<file path="src/sv/ieee_double_legacy_float_convert_unit_assert.svh">
// Assertion macros for the double and legacy float converter.
`ifndef IEEE_DOUBLE_LEGACY_FLOAT_CONVERT_UNIT_ASSERT_SVH
`define IEEE_DOUBLE_LEGACY_FLOAT_CONVERT_UNIT_ASSERT_SVH
// Checks that an implication holds at every clock edge outside reset.
`define DLF_ASSERT_IMP(lbl, ante, cons) \
  lbl: assert property (@(posedge clk) disable iff (!rst_n) (ante) |-> (cons)) \
    else $error("assertion failed");
// Checks that a condition holds in the cycle after a trigger.
`define DLF_ASSERT_NEXT(lbl, ante, cons) \
  lbl: assert property (@(posedge clk) disable iff (!rst_n) (ante) |=> (cons)) \
    else $error("assertion failed");
`endif

</file>
<file path="src/sv/dlf_pkg.sv">
`timescale 1ns / 1ps
`default_nettype none
package dlf_pkg;
  localparam logic [1:0] ST_OK   = 2'd0;
  localparam logic [1:0] ST_OVF  = 2'd1;
  localparam logic [1:0] ST_UNF  = 2'd2;
  localparam logic [1:0] ST_NAN  = 2'd3;
  localparam logic [47:0] POS_MAX  = 48'hFEFFFFFFFFFF;
  localparam logic [47:0] NEG_MAX  = 48'hFF0000000000;
  localparam logic [47:0] NEG_TINY = 48'h017FFFFFFFFF;

  typedef struct packed {
    logic        mode;
    logic        neg;
    logic [10:0] ef;
    logic [51:0] f;
    logic [40:0] wm;
    logic [6:0]  wex;
  } dlf_s1_t;

  typedef struct packed {
    logic        mode;
    logic        done;
    logic [63:0] res;
    logic [1:0]  status;
    logic        neg;
    logic [12:0] ex;
    logic [40:0] word;
    logic        inc;
    logic        sign;
    logic [40:0] a;
    logic [6:0]  wex;
  } dlf_s2_t;

  typedef struct packed {
    logic [63:0] res;
    logic [1:0]  status;
  } dlf_out_t;

  function automatic logic [5:0] dlf_top_bit(input logic [40:0] v);
    logic [5:0] p;
    p = '0;
    for (int i = 0; i < 41; i++) begin
      if (v[i]) p = 6'(i);
    end
    return p;
  endfunction
endpackage
`default_nettype wire

</file>
<file path="src/sv/dlf_stage_decode.sv">
`timescale 1ns / 1ps
`default_nettype none
module dlf_stage_decode import dlf_pkg::*; (
  input  wire logic        mode,
  input  wire logic [63:0] operand,
  output dlf_s1_t          s1
);
  always_comb begin
    s1.mode = mode;
    s1.neg  = operand[63];
    s1.ef   = operand[62:52];
    s1.f    = operand[51:0];
    s1.wm   = operand[40:0];
    s1.wex  = operand[47:41];
  end
endmodule
`default_nettype wire

</file>
<file path="src/sv/dlf_stage_round.sv">
`timescale 1ns / 1ps
`default_nettype none
module dlf_stage_round import dlf_pkg::*; (
  input  wire dlf_s1_t s1,
  output dlf_s2_t      s2
);
  logic [52:0] m53;
  logic [53:0] t;
  always_comb begin
    m53 = {1'b1, s1.f};
    t   = 54'(54'h20000000000000 - {1'b0, m53});
    s2 = '0;
    s2.mode = s1.mode;
    s2.neg  = s1.neg;
    s2.ex   = 13'({2'b0, s1.ef}) - 13'd1022;
    s2.wex  = s1.wex;
    if (s1.mode) begin
      s2.sign = s1.wm[40];
      s2.a    = s1.wm[40] ? 41'(42'h20000000000 - {1'b0, s1.wm}) : s1.wm;
      s2.done = (s1.wm == '0);
    end else if (s1.ef == 11'h7FF) begin
      s2.done = 1'b1;
      if (s1.f != '0) s2.status = ST_NAN;
      else begin
        s2.status = ST_OVF;
        s2.res = {16'h0, s1.neg ? NEG_MAX : POS_MAX};
      end
    end else if (s1.ef == '0) begin
      s2.done = 1'b1;
      if (s1.f != '0) s2.status = ST_UNF;
    end else if (!s1.neg) begin
      s2.word = {1'b0, m53[52:13]};
      s2.inc  = m53[12];
    end else if (s1.f == '0) begin
      if (s1.ef == 11'd958) begin
        s2.done = 1'b1;
        s2.res  = {16'h0, NEG_TINY};
      end else begin
        s2.ex = 13'({2'b0, s1.ef}) - 13'd1023;
      end
    end else begin
      s2.word = {1'b0, t[52:13]};
      s2.inc  = t[12] && (t[11:0] != '0);
    end
  end
endmodule
`default_nettype wire

</file>
<file path="src/sv/dlf_stage_pack.sv">
`timescale 1ns / 1ps
`default_nettype none
module dlf_stage_pack import dlf_pkg::*; (
  input  wire dlf_s2_t s2,
  output dlf_out_t     o
);
  logic [40:0] w;
  logic [12:0] ex;
  logic [5:0]  p;
  logic [10:0] be;
  logic [104:0] sh;
  always_comb begin
    w  = 41'(s2.word + {40'h0, s2.inc});
    ex = s2.ex;
    p  = dlf_top_bit(s2.a);
    be = 11'({5'h0, p} + {4'h0, s2.wex} + 11'd919);
    sh = 105'({64'h0, s2.a} << (7'd52 - {1'b0, p}));
    o = '0;
    if (s2.done) begin
      o.res = s2.res;
      o.status = s2.status;
    end else if (s2.mode) begin
      o.res = {s2.sign, be, sh[51:0]};
    end else begin
      if (!s2.neg && w[40]) begin
        w  = {1'b0, w[40:1]};
        ex = ex + 13'd1;
      end
      if (s2.neg) w[40] = 1'b1;
      if (!ex[12] && ex > 13'd63) begin
        o.status = ST_OVF;
        o.res = {16'h0, s2.neg ? NEG_MAX : POS_MAX};
      end else if (ex[12] && ex < 13'h1FC0) begin
        o.status = ST_UNF;
      end else begin
        o.res = {16'h0, 7'(ex + 13'd64), w};
      end
    end
  end
endmodule
`default_nettype wire

</file>
<file path="src/sv/ieee_double_legacy_float_convert_unit.sv">
`timescale 1ns / 1ps
`default_nettype none
// Converts IEEE doubles to 48-bit legacy float words (mode 0) and back (mode 1), one
// operand per cycle while the output is not stalled, through decode, round and pack
// register stages; a stall freezes all stages together, and a full output stage
// still accepts while its own slot is being drained.
`include "ieee_double_legacy_float_convert_unit_assert.svh"
module ieee_double_legacy_float_convert_unit import dlf_pkg::*; (
  input  wire logic        clk,
  input  wire logic        rst_n,
  input  wire logic        in_tvalid,
  output logic             in_tready,
  input  wire logic [63:0] in_tdata,  // operand
  input  wire logic        in_tuser,  // mode
  output logic             out_tvalid,
  input  wire logic        out_tready,
  output logic [63:0]      out_tdata, // result
  output logic [1:0]       out_tuser  // status
);
  dlf_s1_t s1_nxt, s1_r;
  dlf_s2_t s2_nxt, s2_r;
  dlf_out_t o_nxt, o_r;
  logic v1_r, v2_r, v3_r, adv;

  assign adv = !v3_r || out_tready;
  assign in_tready = adv;

  dlf_stage_decode u_dec (.mode(in_tuser), .operand(in_tdata), .s1(s1_nxt));
  dlf_stage_round  u_rnd (.s1(s1_r), .s2(s2_nxt));
  dlf_stage_pack   u_pck (.s2(s2_r), .o(o_nxt));

  always_ff @(posedge clk) begin
    if (!rst_n) begin
      v1_r <= 1'b0;
      v2_r <= 1'b0;
      v3_r <= 1'b0;
    end else if (adv) begin
      v1_r <= in_tvalid;
      v2_r <= v1_r;
      v3_r <= v2_r;
    end
  end

  always_ff @(posedge clk) begin
    if (adv) begin
      s1_r <= s1_nxt;
      s2_r <= s2_nxt;
      o_r  <= o_nxt;
    end
  end

  assign out_tvalid = v3_r;
  assign out_tdata  = o_r.res;
  assign out_tuser  = o_r.status;

  `DLF_ASSERT_NEXT(a_stall_hold, out_tvalid && !out_tready, out_tvalid && $stable(out_tdata))
  `DLF_ASSERT_IMP(a_ready, !out_tvalid, in_tready)
  `DLF_ASSERT_NEXT(a_flow, in_tvalid && in_tready, v1_r)
endmodule
`default_nettype wire
</file>
<file path="config.mk">
export PLATFORM = sky130hd
export DESIGN_NAME = ieee_double_legacy_float_convert_unit
export DESIGN_NICKNAME = d
export VERILOG_FILES = /design/src/sv/dlf_pkg.sv /design/src/sv/dlf_stage_decode.sv /design/src/sv/dlf_stage_round.sv /design/src/sv/dlf_stage_pack.sv /design/src/sv/ieee_double_legacy_float_convert_unit.sv
export VERILOG_INCLUDE_DIRS = /design/src /design/src/sv
export SDC_FILE = /design/constraint.sdc
export NUM_CORES = 1
export LEC_CHECK = 0
export ABC_AREA = 0
export BUFFER_PORTS_ARGS = -buffer_cell sky130_fd_sc_hd__buf_2
export CORE_UTILIZATION = 50
export CTS_BUF_LIST = sky130_fd_sc_hd__clkbuf_4
export CTS_CLUSTER_SIZE = 28
export DETAILED_ROUTE_END_ITERATION = 10
export PLACE_DENSITY = 0.74
export SLEW_MARGIN = 20
export SYNTH_ARGS = -nofsm -noshare
export SYNTH_HDL_FRONTEND = slang
export SYNTH_SLANG_ARGS = --single-unit
</file>
<file path="constraint.sdc">
create_clock -name clk -period 7.2 [get_ports clk]
set_input_delay 0.72 -clock clk [delete_from_list [all_inputs] [get_ports clk]]
set_output_delay 0.72 -clock clk [all_outputs]
set_load 0.05 [all_outputs]
</file>
# Word level (Yosys, flattened, before mapping)
# Cells that the tools add are included.
[totals]
regBits = 355
latchBits = 0
mem_bits_rw = 0
romBits = 0
in_bits = 69
elab_cells = 129
n_memories = 0
[classes]
n_addsub = 10
multipliers = 0
div = 0
order_cmp = 2
n_eq_ne = 2
shift = 1
mux = 73
n_bitwise = 1
n_reduce_logical = 16
[ops]
columns = ["operator", "n"]
rows = [
  ["$mux 65", 3],
  ["$mux 55", 3],
  ["$mux 41", 4],
  ["$mux 64", 2],
  ["$mux 48", 2],
  ["$mux 5", 16],
  ["$mux 13", 6],
  ["$mux 67", 1],
  ["$mux 66", 1],
  ["$mux 6", 9],
  ["$sub 1x53->53 const A", 1],
  ["$logic_not 52->1", 1],
  ["$reduce_bool 52->1", 1],
  ["$shl 41x7->52", 1],
  ["$mux 50", 1],
  ["$mux 42", 1],
  ["$add 41x1->41", 1],
  ["$logic_not 41->1", 1],
  ["$sub 1x41->41 const A", 1],
  ["$mux 40", 1],
  ["$mux 4", 8],
  ["$sub 11x10->12 const B", 2],
  ["$mux 2", 7],
  ["$add 13x1->13 const B", 1],
  ["other kinds (19)", 30],
]

# Logic depth before layout (Yosys ltp)
[logic_depth]
word_depth = 44
ltp_mapped = 19
depth_no_buf = 16

# Cells and area by module
# A second synthesis with hierarchy kept.
[hier_totals]
cells_unflattened = 2180
area_unflattened_um2 = 22265.1
[modules_own_cells]
columns = ["module", "instances", "cells_each", "area_each_um2", "seq_area_each_um2"]
rows = [
  ["ieee_double_legacy_float_convert_unit", 1, 363, 10686.5, 10630.2],
  ["dlf_stage_pack", 1, 1200, 7468.4, 0.0],
  ["dlf_stage_round", 1, 504, 3261.9, 0.0],
  ["dlf_stage_decode", 1, 113, 848.3, 0.0],
]

# Worst setup path before layout
# OpenSTA, ideal clock, no wires.
[synth_path]
path_kind = "in2reg"
startpoint = "input port out_tready"
endpoint = "register v3_r, in the netlist out_tvalid"
setup_time_ns = 0.430
t_arrival_ns = 7.514
required_ns = 6.770
setup_slack_ns = -0.744
stages = 2
n_path_buf = 0
path_cell_list = "nand2b_1 -> a21boi_0"
[synth_via]
elab_chain_cells = 1
[synth_rtl]
columns = ["item", "line", "rtl"]
rows = [
  ["from (decl)", "ieee_double_legacy_float_convert_unit.sv:16", "input wire logic out_tready,"],
  ["$logic_or 1x1->1", "ieee_double_legacy_float_convert_unit.sv:25", "assign adv = !v3_r || out_tready;"],
  ["to (signal assigned)", "ieee_double_legacy_float_convert_unit.sv:40", "v3_r <= v2_r;"],
  ["to (decl)", "ieee_double_legacy_float_convert_unit.sv:23", "logic v1_r, v2_r, v3_r, adv;"],
]
# No other way between the ends.
# A chain may end at the register's enable or synchronous reset.

==> out/qor.yml <==
cts_root_buf: "clkbuf_4"
worst_pin_slew_ps: 1010
syn-num-nets: 1563
dieArea_um2: 31800
wl_per_cell_um: 21.9
die_w_um: 178
slew_viol_final: 0
status: "finished, final reports clean"
period_share_pct: 68.0
cap_viol_max_count: 0
syn_area_per_cell_um2: 10.5
drt_iter0_drc: 1593
holdWs_ps: 178
stdcell_area_um2: 17400
p_total_mw: 5.34
dieHeight_um: 178
fillers: 2674
portBuffers: 136
slew_headroom_pct: 32.6
ys.flop_type: "edfxtp_1"
fin_nets: 1715
arrival_ps: 5320
gp_congestion: 0.991
fin_setup_tns_ps: 0
place_hpwl_um: 33600
hp-class: "input pin to flip-flop"
r2r_start: "s2_r[43]"
min-delay-start: "in_tdata[48]"
htree_levels: 3
dpl.cell_count: 1954
seq_area_frac_synth_pct: 47.2
cp-start-kind: "flip-flop"
fin_skew_ps: 54.9
fp-row-count: 64
setup_viol: 0
place_area_um2: 16600
path_clk_slew_ps: 70
synth_edf_count: 242
layout-drive-gt1-share_pct: 20.2
postRouteAntennaNets: 0
drc: 0
grt_setup_unrepaired: "false"
vias: 13000
cts_made_buffers: 69
insertion_delay_ps: 710
clk_path_buf_depth: 3
yosysWarnings: 0
synth.distinct_cells: 75
numClockSinks: 245
viasPerCell: 6.27
syn_area_um2: 15500
synth-seq-cells: 245
grt_overflow_total: 0
syn_to_final_growth_pct: 12.4
pin_count: 137
grt_pass1_wl_um: 69000
initial_core_util_pct: 50.8
max_freq_mhz: 204
worstPathMaxFanout: 33
cts_tree: "yes"
crit_required_ps: 7620
yosysTopAreaCell: "edfxtp_1"
async_flop_share_pct: 0
antenna_found_initial: 1
critPathCaptureType: "flip-flop"
post-cts-setup-buffers: 0
cts_hold_buf: 0
stdcell_count: 2071
synth_common_cells: "edfxtp_1 (242), nand2_1 (142), nor2_1 (124)"
power_density_nw_per_um2: 306
hold_violations: 0
first_pass_iters: 5
routed_wl_um: 45300
grt_pass1_vias: 12100
grt_usage_pct: 28.8
fin_crit_ps: 4900
synth_top_area_share_pct: 46.8
synthTopCellsByArea: "edfxtp_1 (47%), mux4_2 (5.8%), xnor2_1 (4.2%)"
grt_max_degree: 81
syn_inst: 1477
critPathKind: "flip-flop to flip-flop"
irDropWorstVdd_uv: 142
core_um2: 30600
cts.repair.resized: 0
crit_start: "s2_r[43]"
synth_most_common_cell: "edfxtp_1"
leakagePower_nw: 6.81
## worst max-delay path, cell delays in order, from the launching register on
cell      delay, ps
edfxtp_1        480
nor4_1          610
o311ai_0        260
o2111a_1        340
or2_2           330
ha_1            660
buf_4           460
mux4_2          460
mux2i_1         420
o221ai_1        250
a221o_1         310
## cell usage in the layout, fill, tap and decap left out, types with 16 or more instances in the layout
master      n
nand3_1    52
edfxtp_1  242
o31ai_1    19
mux2i_1    63
nor4_1     21
nor2_1    124
mux4_2     40
xor2_1     43
a21oi_1    65
or3_1      26
buf_2     136
nand2_1   141
nand4_1    24
nor3_1     30
buf_4      22
and2_1     51
xnor2_1    72
inv_1      35
clkbuf_4   93
ha_1       16
o21ai_0    97
## cell families after synthesis
kind of cell / count (synthesis) / synth area share, %
flops: 245 / 47.2
fa+ha+maj: 17 / 1.42
xor+xnor: 117 / 6.60
buf+inv: 114 / 2.84
mux: 110 / 10.4
compound gates: 306 / 12.9
simple gates: 568 / 18.6
## routing by layer
metal | GRT usage [%] | vias to the layer above | part of all wire (%)
li1 | - | 5945 | -
met3 | 5.78 | 106 | 9.6
met5 | 0 | - | 0
met2 | 43.4 | 740 | 44
met1 | 40.6 | 6203 | 42
met4 | 12.0 | 0 | 3.5
## where the power goes
part	internal, mW	leakage [nW]	switching [mW]
clock network	0.666	0.498	0.579
logic	0.720	3.58	1.40
registers	1.80	2.73	0.172
total	3.19	6.81	2.15
## registers in the layout (all words and copies together) (netlist names)
name / count
out_tuser: 2
v2_r: 1
v1_r: 1
s1_r: 65
out_tvalid: 1
out_tdata: 64
s2_r: 111
## area by class of cell
class	count	area, um^2	share of cell area (%)
Clock buffer	93	698	4.00
Multi-Input combinational cell	1118	7800	44.7
Tap cell	396	495	2.84
Sequential cell	245	7330	42.0
Inverter	37	139	0.796
Clock inverter	21	135	0.775
Timing Repair Buffer	158	846	4.85
Antenna cell	3	7.51	0.0430
## through the flow
stage | worst slack [ps] | utilization [%]
3_5_place_dp | 2460 | 54.3
3_3_place_gp | 2500 | 54.3
5_1_grt | 2130 | 57.0
4_1_cts | 2370 | 57.0
6_report | 2300 | 57.0
2_1_floorplan | 2490 | -
## final timing paths
| check | to | slack (ps) | depth (start not counted) |
|---|---|---|---|
| max reg2reg | out_tdata[46] | 2300 | 10 |
| min reg2reg | out_tvalid | 460 | 2 |
| max | out_tdata[46] | 2300 | 10 |
| min | s1_r[96] | 180 | 1 |
(Power assumes the default switching activity.)
